==> config.mk <==
export PLATFORM = sky130hd
export DESIGN_NAME = rssi_sweep_averager
export DESIGN_NICKNAME = d
export VERILOG_FILES = /design/src/rtl/core/rsa_pkg.sv /design/src/rtl/core/rsa_muldiv.sv /design/src/rtl/core/rssi_sweep_averager.sv
export VERILOG_INCLUDE_DIRS = /design/src /design/src/rtl/core
export SDC_FILE = /design/constraint.sdc
export NUM_CORES = 1
export LEC_CHECK = 0
export BUFFER_PORTS_ARGS = -buffer_cell sky130_fd_sc_hd__buf_2
export CORE_ASPECT_RATIO = 0.6
export CORE_MARGIN = 3
export CORE_UTILIZATION = 50
export DETAILED_ROUTE_END_ITERATION = 10
export PLACE_DENSITY = 0.77
export SLEW_MARGIN = 20
export SYNTH_ARGS = -nofsm -noshare
export SYNTH_HDL_FRONTEND = slang
export SYNTH_SLANG_ARGS = --single-unit
export TNS_END_PERCENT = 30
==> constraint.sdc <==
create_clock -name clk_i -period 5 [get_ports clk_i]
set_input_delay 0.5 -clock clk_i [delete_from_list [all_inputs] [get_ports clk_i]]
set_output_delay 0.5 -clock clk_i [all_outputs]
set_load 0.03 [all_outputs]
==> src/rtl/core/rssi_sweep_averager_macros.svh <==
// Assertion macros shared by the RSSI sweep averager RTL.
`ifndef RSSI_SWEEP_AVERAGER_MACROS_SVH
`define RSSI_SWEEP_AVERAGER_MACROS_SVH

`ifndef SYNTHESIS

// Same-cycle implication, sampled on clk_i and disabled during reset.
`define RSA_ASSERT(label, ante, cons) \
  label: assert property (@(posedge clk_i) disable iff (!rst_ni) (ante) |-> (cons)) \
    else $error("rssi_sweep_averager assertion failed");

// Next-cycle implication, sampled on clk_i and disabled during reset.
`define RSA_ASSERT_NEXT(label, ante, cons) \
  label: assert property (@(posedge clk_i) disable iff (!rst_ni) (ante) |=> (cons)) \
    else $error("rssi_sweep_averager assertion failed");

`else

`define RSA_ASSERT(label, ante, cons)
`define RSA_ASSERT_NEXT(label, ante, cons)

`endif

`endif

==> src/rtl/core/rsa_pkg.sv <==
// Package with constants, codes and interface types of the RSSI sweep averager.
`default_nettype none

package rsa_pkg;

  // Number of slots in one band sweep.
  localparam int unsigned SLOTS = 128;

  localparam int unsigned FreqW    = 24;
  localparam int unsigned ByteW    = 8;
  localparam int unsigned SlotW    = 8;
  localparam int unsigned SlotInW  = 7;
  localparam int unsigned SumW     = 16;
  localparam int unsigned CntW     = 8;
  localparam int unsigned RssiW    = 8;
  localparam int unsigned SelW     = 2;
  localparam int unsigned CfgIdxW  = 2;
  localparam int unsigned CfgDataW = FreqW;

  // Dividend of the averaging division: sum plus half the count.
  localparam int unsigned DivW     = SumW + 1;
  localparam int unsigned DivSteps = DivW;
  localparam int unsigned StepCntW = $clog2(DivSteps);

  localparam logic [ByteW-1:0] RssiOffset = 8'h80;

  // Input opcodes.
  localparam logic OP_START  = 1'b0;
  localparam logic OP_SAMPLE = 1'b1;

  // Result kinds.
  localparam logic KIND_FREQ_WR = 1'b0;
  localparam logic KIND_AVERAGE = 1'b1;

  // Scan modes.
  localparam logic MODE_SWEEP = 1'b0;
  localparam logic MODE_FIXED = 1'b1;

  // Frequency register bytes.
  localparam logic [SelW-1:0] SEL_FREQ0 = 2'd0;
  localparam logic [SelW-1:0] SEL_FREQ1 = 2'd1;
  localparam logic [SelW-1:0] SEL_FREQ2 = 2'd2;

  // Configuration register indexes.
  localparam logic [CfgIdxW-1:0] CFG_FREQ_START = 2'd0;
  localparam logic [CfgIdxW-1:0] CFG_FREQ_STEP  = 2'd1;
  localparam logic [CfgIdxW-1:0] CFG_SAMPLES    = 2'd2;
  localparam logic [CfgIdxW-1:0] CFG_SCAN_MODE  = 2'd3;

  typedef enum logic {
    MD_MUL,
    MD_DIV
  } md_op_e;

  // Request to the shared multiply/divide unit.
  // MD_MUL: result = base + addend * operand (mod 2^24).
  // MD_DIV: result = operand / addend[7:0].
  typedef struct packed {
    logic              start;
    md_op_e            op;
    logic [FreqW-1:0]  base;
    logic [FreqW-1:0]  addend;
    logic [DivW-1:0]   operand;
  } md_req_t;

  typedef struct packed {
    logic             busy;
    logic             done;
    logic [FreqW-1:0] result;
  } md_rsp_t;

endpackage

`default_nettype wire

==> src/rtl/core/rsa_muldiv.sv <==
// Iterative shift-add multiplier and restoring divider sharing one 24-bit adder.
`default_nettype none

module rsa_muldiv (
  input  logic             clk_i,
  input  logic             rst_ni,
  input  rsa_pkg::md_req_t req_i,
  output rsa_pkg::md_rsp_t rsp_o
);
  import rsa_pkg::*;

  logic                busy_q, busy_d;
  logic                done_q, done_d;
  md_op_e              op_q, op_d;
  logic [FreqW-1:0]    acc_q, acc_d;
  logic [FreqW-1:0]    aux_q, aux_d;
  logic [DivW-1:0]     opnd_q, opnd_d;
  logic [StepCntW-1:0] cnt_q, cnt_d;

  logic [ByteW:0]      shifted;
  logic [FreqW-1:0]    add_a;
  logic [FreqW-1:0]    add_b;
  logic                add_cin;
  logic [FreqW:0]      add_sum;

  // Partial remainder with the next dividend bit shifted in.
  assign shifted = {acc_q[ByteW-1:0], opnd_q[DivW-1]};

  always_comb begin
    unique case (op_q)
      MD_MUL: begin
        add_a   = acc_q;
        add_b   = aux_q;
        add_cin = 1'b0;
      end
      MD_DIV: begin
        add_a   = FreqW'(shifted);
        add_b   = ~(FreqW'(aux_q[ByteW-1:0]));
        add_cin = 1'b1;
      end
      default: begin
        add_a   = acc_q;
        add_b   = aux_q;
        add_cin = 1'b0;
      end
    endcase
  end

  // In a subtraction the carry out is high when no borrow occurred.
  assign add_sum = {1'b0, add_a} + {1'b0, add_b} + (FreqW + 1)'(add_cin);

  always_comb begin
    busy_d = busy_q;
    done_d = 1'b0;
    op_d   = op_q;
    acc_d  = acc_q;
    aux_d  = aux_q;
    opnd_d = opnd_q;
    cnt_d  = cnt_q;
    if (req_i.start) begin
      busy_d = 1'b1;
      op_d   = req_i.op;
      acc_d  = (req_i.op == MD_DIV) ? '0 : req_i.base;
      aux_d  = req_i.addend;
      opnd_d = req_i.operand;
      cnt_d  = StepCntW'(DivSteps - 1);
    end else if (busy_q) begin
      unique case (op_q)
        MD_MUL: begin
          if (opnd_q[0]) begin
            acc_d = add_sum[FreqW-1:0];
          end
          aux_d  = aux_q << 1;
          opnd_d = opnd_q >> 1;
          if (opnd_q[DivW-1:1] == '0) begin
            busy_d = 1'b0;
            done_d = 1'b1;
          end
        end
        MD_DIV: begin
          if (add_sum[FreqW]) begin
            acc_d = add_sum[FreqW-1:0];
          end else begin
            acc_d = FreqW'(shifted);
          end
          opnd_d = {opnd_q[DivW-2:0], add_sum[FreqW]};
          cnt_d  = cnt_q - StepCntW'(1);
          if (cnt_q == '0) begin
            busy_d = 1'b0;
            done_d = 1'b1;
          end
        end
        default: begin
          busy_d = 1'b0;
        end
      endcase
    end
  end

  always_ff @(posedge clk_i or negedge rst_ni) begin
    if (!rst_ni) begin
      busy_q <= 1'b0;
      done_q <= 1'b0;
      op_q   <= MD_MUL;
    end else begin
      busy_q <= busy_d;
      done_q <= done_d;
      op_q   <= op_d;
    end
  end

  always_ff @(posedge clk_i) begin
    acc_q  <= acc_d;
    aux_q  <= aux_d;
    opnd_q <= opnd_d;
    cnt_q  <= cnt_d;
  end

  assign rsp_o.busy   = busy_q;
  assign rsp_o.done   = done_q;
  assign rsp_o.result = (op_q == MD_DIV) ? FreqW'(opnd_q) : acc_q;

endmodule

`default_nettype wire

==> src/rtl/core/rssi_sweep_averager.sv <==
// Top level of the RSSI sweep averager: config registers, sequencer and result register.
//
// Input channel (in_valid_i/in_ready_o): one transfer is a start item or an RSSI sample.
// Output channel (out_valid_o/out_ready_i): frequency byte writes and averages, zero to
// four per input item, the final one marked by last_o.
// Configuration is written through cfg_we_i/cfg_idx_i/cfg_data_i; the user must do so
// while the block is idle, which the block does not enforce. The block takes one item at
// a time; in_ready_o is low from the transfer until the item's last result is loaded into
// the output register (or its handling ends with none), but a sample while no scan runs
// leaves it high. A sample that completes an average runs the 17-step restoring division
// in the shared multiply/divide unit, in sweep mode usually a multiply for the next
// frequency word, and up to four result transfers.
// A start in sweep mode runs the start-slot multiply before its byte writes.
// The output register frees the sequencer one result at a time; when the receiver stalls,
// the sequencer waits with its next result and the input stays not ready.
// Reset clears the configuration to its defaults (sample count 1), stops any scan
// and drops out_valid_o.
`default_nettype none

`include "rssi_sweep_averager_macros.svh"

module rssi_sweep_averager (
  input  logic                                clk_i,
  input  logic                                rst_ni,
  input  logic                                cfg_we_i,
  input  logic [rsa_pkg::CfgIdxW-1:0]         cfg_idx_i,
  input  logic [rsa_pkg::CfgDataW-1:0]        cfg_data_i,
  input  logic                                in_valid_i,
  output logic                                in_ready_o,
  input  logic                                opcode_i,
  input  logic [rsa_pkg::SlotInW-1:0]         start_slot_i,
  input  logic [rsa_pkg::FreqW-1:0]           radio_freq_i,
  input  logic signed [rsa_pkg::RssiW-1:0]    rssi_i,
  output logic                                out_valid_o,
  input  logic                                out_ready_i,
  output logic                                kind_o,
  output logic [rsa_pkg::SelW-1:0]            reg_select_o,
  output logic [rsa_pkg::ByteW-1:0]           reg_value_o,
  output logic [rsa_pkg::SlotInW-1:0]         slot_o,
  output logic [rsa_pkg::ByteW-1:0]           average_o,
  output logic                                sweep_done_o,
  output logic                                last_o
);
  import rsa_pkg::*;

  localparam int unsigned CmpW = SlotW + 1;
  localparam logic [CmpW-1:0] SlotsCmp     = CmpW'(SLOTS);
  localparam logic [CmpW-1:0] SlotsCmpLess = CmpW'(SLOTS - 1);

  localparam logic [2:0] S_IDLE  = 3'd0;
  localparam logic [2:0] S_CHK   = 3'd1;
  localparam logic [2:0] S_DIV   = 3'd2;
  localparam logic [2:0] S_ADV   = 3'd3;
  localparam logic [2:0] S_FREQ  = 3'd4;
  localparam logic [2:0] S_AVG   = 3'd5;
  localparam logic [2:0] S_DUMMY = 3'd6;
  localparam logic [2:0] S_WR    = 3'd7;

  // Configuration registers.
  logic [FreqW-1:0] freq_start_q;
  logic [FreqW-1:0] freq_step_q;
  logic [CntW-1:0]  samples_q;
  logic             scan_mode_q;

  // Scan state.
  logic [2:0]       state_q, state_d;
  logic             running_q, running_d;
  logic [SumW-1:0]  sum_q, sum_d;
  logic [CntW-1:0]  count_q, count_d;
  logic [SlotW-1:0] slot_q, slot_d;
  logic [SlotW-1:0] slots_done_q, slots_done_d;
  logic [FreqW-1:0] freq_q, freq_d;
  logic [FreqW-1:0] prev_q, prev_d;
  logic [ByteW-1:0] avg_q, avg_d;
  logic [SlotW-1:0] avg_slot_q, avg_slot_d;
  logic             end_q, end_d;
  logic             dummy_q, dummy_d;
  logic             mode_q, mode_d;

  // Output register.
  logic               out_valid_q;
  logic               out_kind_q;
  logic [SelW-1:0]    out_sel_q;
  logic [ByteW-1:0]   out_val_q;
  logic [SlotInW-1:0] out_slot_q;
  logic [ByteW-1:0]   out_avg_q;
  logic               out_done_q;
  logic               out_last_q;

  logic               load;
  logic               ld_kind;
  logic [SelW-1:0]    ld_sel;
  logic [ByteW-1:0]   ld_val;
  logic [SlotInW-1:0] ld_slot;
  logic [ByteW-1:0]   ld_avg;
  logic               ld_done;
  logic               ld_last;

  logic               in_accept;
  logic               out_free;
  logic [CntW-1:0]    eff_n;
  logic [ByteW-1:0]   rssi_off;
  logic [CmpW-1:0]    slot_next;
  logic [CmpW-1:0]    slots_done_next;
  logic [FreqW-1:0]   diff;
  logic [2:0]         wr_mask;

  md_req_t md_req;
  md_rsp_t md_rsp;

  rsa_muldiv u_muldiv (
    .clk_i  (clk_i),
    .rst_ni (rst_ni),
    .req_i  (md_req),
    .rsp_o  (md_rsp)
  );

  always_ff @(posedge clk_i or negedge rst_ni) begin
    if (!rst_ni) begin
      freq_start_q <= '0;
      freq_step_q  <= '0;
      samples_q    <= CntW'(1);
      scan_mode_q  <= MODE_SWEEP;
    end else if (cfg_we_i) begin
      unique case (cfg_idx_i)
        CFG_FREQ_START: freq_start_q <= cfg_data_i[FreqW-1:0];
        CFG_FREQ_STEP:  freq_step_q  <= cfg_data_i[FreqW-1:0];
        CFG_SAMPLES:    samples_q    <= cfg_data_i[CntW-1:0];
        CFG_SCAN_MODE:  scan_mode_q  <= cfg_data_i[0];
        default:        ;
      endcase
    end
  end

  assign in_ready_o      = (state_q == S_IDLE);
  assign in_accept       = in_valid_i && in_ready_o;
  assign out_free        = !out_valid_q || out_ready_i;
  assign eff_n           = (samples_q == '0) ? CntW'(1) : samples_q;
  assign rssi_off        = $unsigned(rssi_i) ^ RssiOffset;
  assign slot_next       = {1'b0, slot_q} + CmpW'(1);
  assign slots_done_next = {1'b0, slots_done_q} + CmpW'(1);
  assign diff            = freq_q ^ prev_q;
  assign wr_mask         = {|diff[3*ByteW-1:2*ByteW], |diff[2*ByteW-1:ByteW], |diff[ByteW-1:0]};

  always_comb begin
    state_d      = state_q;
    running_d    = running_q;
    sum_d        = sum_q;
    count_d      = count_q;
    slot_d       = slot_q;
    slots_done_d = slots_done_q;
    freq_d       = freq_q;
    prev_d       = prev_q;
    avg_d        = avg_q;
    avg_slot_d   = avg_slot_q;
    end_d        = end_q;
    dummy_d      = dummy_q;
    mode_d       = mode_q;

    md_req       = '0;
    md_req.op    = MD_MUL;

    load    = 1'b0;
    ld_kind = KIND_AVERAGE;
    ld_sel  = SEL_FREQ0;
    ld_val  = '0;
    ld_slot = '0;
    ld_avg  = '0;
    ld_done = 1'b0;
    ld_last = 1'b0;

    unique case (state_q)
      S_IDLE: begin
        if (in_accept) begin
          if (opcode_i == OP_START) begin
            prev_d       = radio_freq_i;
            sum_d        = '0;
            count_d      = '0;
            slots_done_d = '0;
            running_d    = 1'b1;
            if (scan_mode_q == MODE_SWEEP) begin
              slot_d         = SlotW'(start_slot_i);
              md_req.start   = 1'b1;
              md_req.op      = MD_MUL;
              md_req.base    = freq_start_q;
              md_req.addend  = freq_step_q;
              md_req.operand = DivW'(start_slot_i);
              state_d        = S_FREQ;
            end else begin
              slot_d  = '0;
              freq_d  = freq_start_q;
              state_d = S_WR;
            end
          end else if (running_q) begin
            sum_d   = sum_q + SumW'(rssi_off);
            count_d = count_q + CntW'(1);
            state_d = S_CHK;
          end
        end
      end

      S_CHK: begin
        if (count_q != '0 && count_q >= eff_n) begin
          // Rounded mean: (sum + count/2) / count.
          md_req.start   = 1'b1;
          md_req.op      = MD_DIV;
          md_req.addend  = FreqW'(count_q);
          md_req.operand = DivW'(sum_q) + DivW'(count_q >> 1);
          sum_d          = '0;
          count_d        = '0;
          state_d        = S_DIV;
        end else begin
          state_d = S_IDLE;
        end
      end

      S_FREQ: begin
        if (md_rsp.done) begin
          freq_d  = md_rsp.result;
          state_d = S_WR;
        end
      end

      S_DIV: begin
        if (md_rsp.done) begin
          avg_d      = md_rsp.result[ByteW-1:0];
          avg_slot_d = slot_q;
          mode_d     = scan_mode_q;
          end_d      = 1'b0;
          dummy_d    = 1'b0;
          state_d    = S_AVG;
          if (scan_mode_q == MODE_SWEEP) begin
            if (slots_done_next >= SlotsCmp) begin
              end_d        = 1'b1;
              slots_done_d = '0;
              running_d    = 1'b0;
            end else begin
              slots_done_d = slots_done_next[SlotW-1:0];
              if (slot_next >= SlotsCmp) begin
                slot_d = '0;
                freq_d = freq_start_q;
              end else begin
                // Next frequency is the current one plus one step.
                slot_d         = slot_next[SlotW-1:0];
                md_req.start   = 1'b1;
                md_req.op      = MD_MUL;
                md_req.base    = freq_q;
                md_req.addend  = freq_step_q;
                md_req.operand = DivW'(1);
                state_d        = S_ADV;
              end
            end
          end else begin
            dummy_d = (slot_next >= SlotsCmpLess);
            slot_d  = (slot_next >= SlotsCmpLess) ? '0 : slot_next[SlotW-1:0];
          end
        end
      end

      S_ADV: begin
        if (md_rsp.done) begin
          freq_d  = md_rsp.result;
          state_d = S_AVG;
        end
      end

      S_AVG: begin
        if (out_free) begin
          load    = 1'b1;
          ld_kind = KIND_AVERAGE;
          ld_slot = avg_slot_q[SlotInW-1:0];
          ld_avg  = avg_q;
          if (mode_q == MODE_SWEEP) begin
            ld_done = end_q;
            ld_last = end_q || (wr_mask == '0);
            state_d = end_q ? S_IDLE : S_WR;
          end else begin
            ld_last = !dummy_q;
            state_d = dummy_q ? S_DUMMY : S_IDLE;
          end
        end
      end

      S_DUMMY: begin
        if (out_free) begin
          load    = 1'b1;
          ld_kind = KIND_AVERAGE;
          ld_slot = SlotInW'(SLOTS - 1);
          ld_done = 1'b1;
          ld_last = 1'b1;
          state_d = S_IDLE;
        end
      end

      S_WR: begin
        // Each transfer writes the lowest byte that still differs and marks it done.
        if (wr_mask == '0) begin
          state_d = S_IDLE;
        end else if (out_free) begin
          load    = 1'b1;
          ld_kind = KIND_FREQ_WR;
          priority if (wr_mask[0]) begin
            ld_sel                  = SEL_FREQ0;
            ld_val                  = freq_q[ByteW-1:0];
            prev_d[ByteW-1:0]       = freq_q[ByteW-1:0];
            ld_last                 = (wr_mask[2:1] == '0);
          end else if (wr_mask[1]) begin
            ld_sel                  = SEL_FREQ1;
            ld_val                  = freq_q[2*ByteW-1:ByteW];
            prev_d[2*ByteW-1:ByteW] = freq_q[2*ByteW-1:ByteW];
            ld_last                 = !wr_mask[2];
          end else begin
            ld_sel                    = SEL_FREQ2;
            ld_val                    = freq_q[3*ByteW-1:2*ByteW];
            prev_d[3*ByteW-1:2*ByteW] = freq_q[3*ByteW-1:2*ByteW];
            ld_last                   = 1'b1;
          end
          if (ld_last) begin
            state_d = S_IDLE;
          end
        end
      end

      default: begin
        state_d = S_IDLE;
      end
    endcase
  end

  always_ff @(posedge clk_i or negedge rst_ni) begin
    if (!rst_ni) begin
      state_q      <= S_IDLE;
      running_q    <= 1'b0;
      sum_q        <= '0;
      count_q      <= '0;
      slot_q       <= '0;
      slots_done_q <= '0;
      freq_q       <= '0;
      prev_q       <= '0;
      end_q        <= 1'b0;
      dummy_q      <= 1'b0;
      mode_q       <= MODE_SWEEP;
      out_valid_q  <= 1'b0;
    end else begin
      state_q      <= state_d;
      running_q    <= running_d;
      sum_q        <= sum_d;
      count_q      <= count_d;
      slot_q       <= slot_d;
      slots_done_q <= slots_done_d;
      freq_q       <= freq_d;
      prev_q       <= prev_d;
      end_q        <= end_d;
      dummy_q      <= dummy_d;
      mode_q       <= mode_d;
      if (load) begin
        out_valid_q <= 1'b1;
      end else if (out_ready_i) begin
        out_valid_q <= 1'b0;
      end
    end
  end

  always_ff @(posedge clk_i) begin
    avg_q      <= avg_d;
    avg_slot_q <= avg_slot_d;
    if (load) begin
      out_kind_q <= ld_kind;
      out_sel_q  <= ld_sel;
      out_val_q  <= ld_val;
      out_slot_q <= ld_slot;
      out_avg_q  <= ld_avg;
      out_done_q <= ld_done;
      out_last_q <= ld_last;
    end
  end

  assign out_valid_o  = out_valid_q;
  assign kind_o       = out_kind_q;
  assign reg_select_o = out_sel_q;
  assign reg_value_o  = out_val_q;
  assign slot_o       = out_slot_q;
  assign average_o    = out_avg_q;
  assign sweep_done_o = out_done_q;
  assign last_o       = out_last_q;

  // A start always leaves the idle state, so the block cannot be ready right after it.
  `RSA_ASSERT_NEXT(a_start_leaves_idle, in_valid_i && in_ready_o && opcode_i == OP_START,
                   !in_ready_o)
  // The shared unit only runs while the sequencer waits for it.
  `RSA_ASSERT(a_unit_owned, md_rsp.busy,
              state_q == S_FREQ || state_q == S_DIV || state_q == S_ADV)
  // A result that is not the last one means the sequencer still has results to give.
  `RSA_ASSERT(a_more_follows, out_valid_o && !last_o, state_q == S_WR || state_q == S_DUMMY)
  // No samples are counted while no scan runs.
  `RSA_ASSERT(a_idle_no_count, !running_q, count_q == '0)

endmodule

`default_nettype wire

==> reports/qor.yml <==
fin_crit_sh_pct: 75.4
outcome: "finished clean"
antenna_found_initial: 0
ys.warnings.count: 0
synth.avg_cell_area_um2: 9.83
power.density_mw_per_mm2: 734
p_int_uw: 6970
ir_worst_vdd_mv: 0.469
clock-sinks: 269
die_h_um: 142
clockBufferDepth: 3
tritoncts: "done"
syn2layout_area_growth_pct: 11.5
synth.top_cell.area_share_pct: 25.3
switching_share_pct: 44.4
min_path_type: "in2async"
ys_types: 78
min_period_ns: 3.77
drt_first_pass_iters: 5
r2r_slack_ns: 1.23
cts_buffers: 25
p_clk_share_pct: 15.5
reg2reg_to: "u_muldiv.acc_q[0]$_DFFE_PP_"
combPwrFrac_pct: 49.3
p_leak_uw: 0.00736
dp_hpwl_um: 31600
rows: 48
die_w_um: 232
grt_max_degree: 94
drive_gt1_share_pct: 17.0
grt_pass1_wl_um: 66100
end_kind: "flip-flop"
ys_async_sr_fraction_pct: 58.0
overflow: 0
critPathKind: "reg2reg"
p_switching_uw: 5560
syn-num-nets: 1685
place_ws_ns: 1.30
grtUsageTotal_pct: 25.7
critPathMaxFanout: 32
finClkSkew_ns: 0.0266
vias: 12400
cap_viol_max_count: 0
drt.antenna.violating_nets: 0
drt_iter0_drc: 1537
grt_pass1_vias: 11300
seq_area_mm2: 0.00725
start_util_pct: 52.0
htree_levels: 1
r2r_cells: 11
fin_nets: 1764
setup_violations: 0
drc: 0
synthCells: 1558
routed_wl_um: 42300
hold_buffers: 0
start_kind: "flip-flop"
power_uw: 12500
synth_top_area_cell: "dfrtp_1"
fill_cells: 2482
post_cts_resized: 0
multi_input_comb_area_mm2: 0.00768
worst_slack_ns: 1.23
r2r_start: "u_muldiv.op_q$_DFFE_PN0N_"
wl_per_cell_um: 20.6
slew_viol_final: 0
grt_setup_unrepaired: "no"
synth_ff_type: "dfrtp_1"
tightest_slew_ns: 1.06
p_seq_share_pct: 35.2
port_buffers: 100
syn_area_mm2: 0.0153
die_area_mm2: 0.0328
place.gp.congestion: 1.03
ys_seq_elements: 269
hold_violations: 0
clock_latency_ns: 0.57
cts_root_buf: "clkbuf_16"
core_area_mm2: 0.0294
worstPathArrival_ns: 4.08
fmax_ghz: 0.265
io-pin-count: 101
tns_ns: 0
required_ns: 5.31
post_cts_buffers: 0
routed_via_density: 6.02
clk_pin_slew_ns: 0.08
synth_area_leaders: "dfrtp_1 (25%), edfxtp_1 (21%), nand2_1 (6.4%)"
yosysSeqAreaShare_pct: 47.3
antennaDiodeCount: 0
synth_edf_count: 108
slew_headroom_pct: 29.3
==> layout by cell type, fill, tap and decap left out, drive strengths merged, types with 5 or more instances in the layout <==
| cell | count |
|---|---|
| a211oi | 11 |
| a21boi | 6 |
| a21o | 22 |
| a21oi | 69 |
| a22oi | 32 |
| a31oi | 18 |
| and2 | 17 |
| and3 | 15 |
| buf | 121 |
| clkbuf | 36 |
| clkinv | 7 |
| dfrtp | 155 |
| dfxtp | 5 |
| edfxtp | 108 |
| ha | 53 |
| inv | 37 |
| mux2 | 82 |
| mux2i | 33 |
| nand2 | 263 |
| nand2b | 19 |
| nand3 | 61 |
| nand4 | 16 |
| nor2 | 81 |
| nor2b | 20 |
| nor3 | 7 |
| nor4 | 13 |
| o211ai | 9 |
| o21a | 8 |
| o21ai | 141 |
| o311ai | 6 |
| o31ai | 19 |
| or2 | 20 |
| or3 | 10 |
| xnor2 | 39 |
| xor2 | 39 |
==> Yosys cell counts (all sizes together) (11+ instances only) <==
master	number
nand2	263
dfrtp	155
o21ai	141
edfxtp	108
mux2	82
nor2	81
a21oi	69
nand3	61
ha	53
clkbuf	44
xnor2	39
xor2	39
inv	36
mux2i	33
a22oi	32
buf	25
a21o	22
nor2b	20
or2	20
nand2b	19
o31ai	19
a31oi	18
and2	17
nand4	16
and3	15
nor4	13
a211oi	11
==> cell type report <==
type,instances,share of cell area [%]
clock buffer,36,4.15
clock inverter,10,0.674
inverter,36,0.791
multi-input combinational,1184,45.0
sequential,269,42.5
tap,400,2.93
timing repair buffer,121,4.01
==> critical path: stages (launching register included) <==
cell       delay (ns)
dfrtp_2          0.73
buf_4            0.40
nand2b_1         0.20
nand2_1          0.09
ha_1             0.37
a21oi_1          0.20
o211ai_1         0.17
a2111oi_0        0.46
nor2_1           0.19
a21boi_0         0.37
mux2i_1          0.23
o21ai_0          0.10
==> worst max-delay path by stage <==
stage / from / endpoint / slack [ns]
finish: u_muldiv.op_q$_DFFE_PN0N_ / u_muldiv.acc_q[0]$_DFFE_PP_ / 1.23
floorplan: u_muldiv.op_q$_DFFE_PN0N_ / u_muldiv.acc_q[0]$_DFFE_PP_ / 1.27
global placement: u_muldiv.op_q$_DFFE_PN0N_ / u_muldiv.acc_q[0]$_DFFE_PP_ / 1.43
detailed placement: u_muldiv.op_q$_DFFE_PN0N_ / u_muldiv.acc_q[0]$_DFFE_PP_ / 1.30
global route: u_muldiv.op_q$_DFFE_PN0N_ / u_muldiv.acc_q[0]$_DFFE_PP_ / 1.03
CTS: u_muldiv.op_q$_DFFE_PN0N_ / u_muldiv.acc_q[0]$_DFFE_PP_ / 1.30
==> power groups by stage <==
stage,clock network (uW),logic [uW],registers [uW]
after floorplan,0,4420,4200
after global placement,0,5890,4370
after detailed placement,0,6020,4400
after CTS,1980,6040,4370
after global routing,2070,6830,4510
final,1940,6170,4410
==> state kept, by name, summed over array words and instances (netlist names), 16 cells and up <==
register / cells
freq_q: 24
freq_start_q: 24
freq_step_q: 24
prev_q: 24
sum_q: 16
u_muldiv.acc_q: 24
u_muldiv.aux_q: 24
u_muldiv.opnd_q: 17
==> cell families (layout without fill, tap and decap cells) <==
family	after synthesis	count (layout)	synth area share, %
muxes	115	115	8.19
AOI/OAI and AO/OA	378	378	15.6
adders and majority gates	57	57	4.79
DFF	269	269	47.3
buffers and inverters	105	203	2.71
xor gates and xnor gates	78	78	4.46
and+or+nand+nor	556	556	16.9
==> stage by stage <==
stage	instance area, um2	instances	util, %	hold WS, ns
2_1_floorplan	15300	1558	-	0.204
3_3_place_gp	16200	2009	55.1	0.481
3_5_place_dp	16200	2009	55.1	0.494
4_1_cts	17000	2055	57.9	0.0674
5_1_grt	17100	2056	58.0	0.114
6_report	17100	2056	58.0	0.0456
==> metal layers <==
layer / vias up / track usage [%] / routed length, um / part of all wire (%)
met1: 5929 / 41.7 / 20400 / 48
met2: 602 / 32.6 / 15900 / 38
met3: 55 / 8.55 / 5170 / 12
met4: 0 / 4.69 / 770 / 1.8
li1: 5791 / - / - / -
met5: - / 0 / 0 / 0
Power figures use the tool's default switching activity.
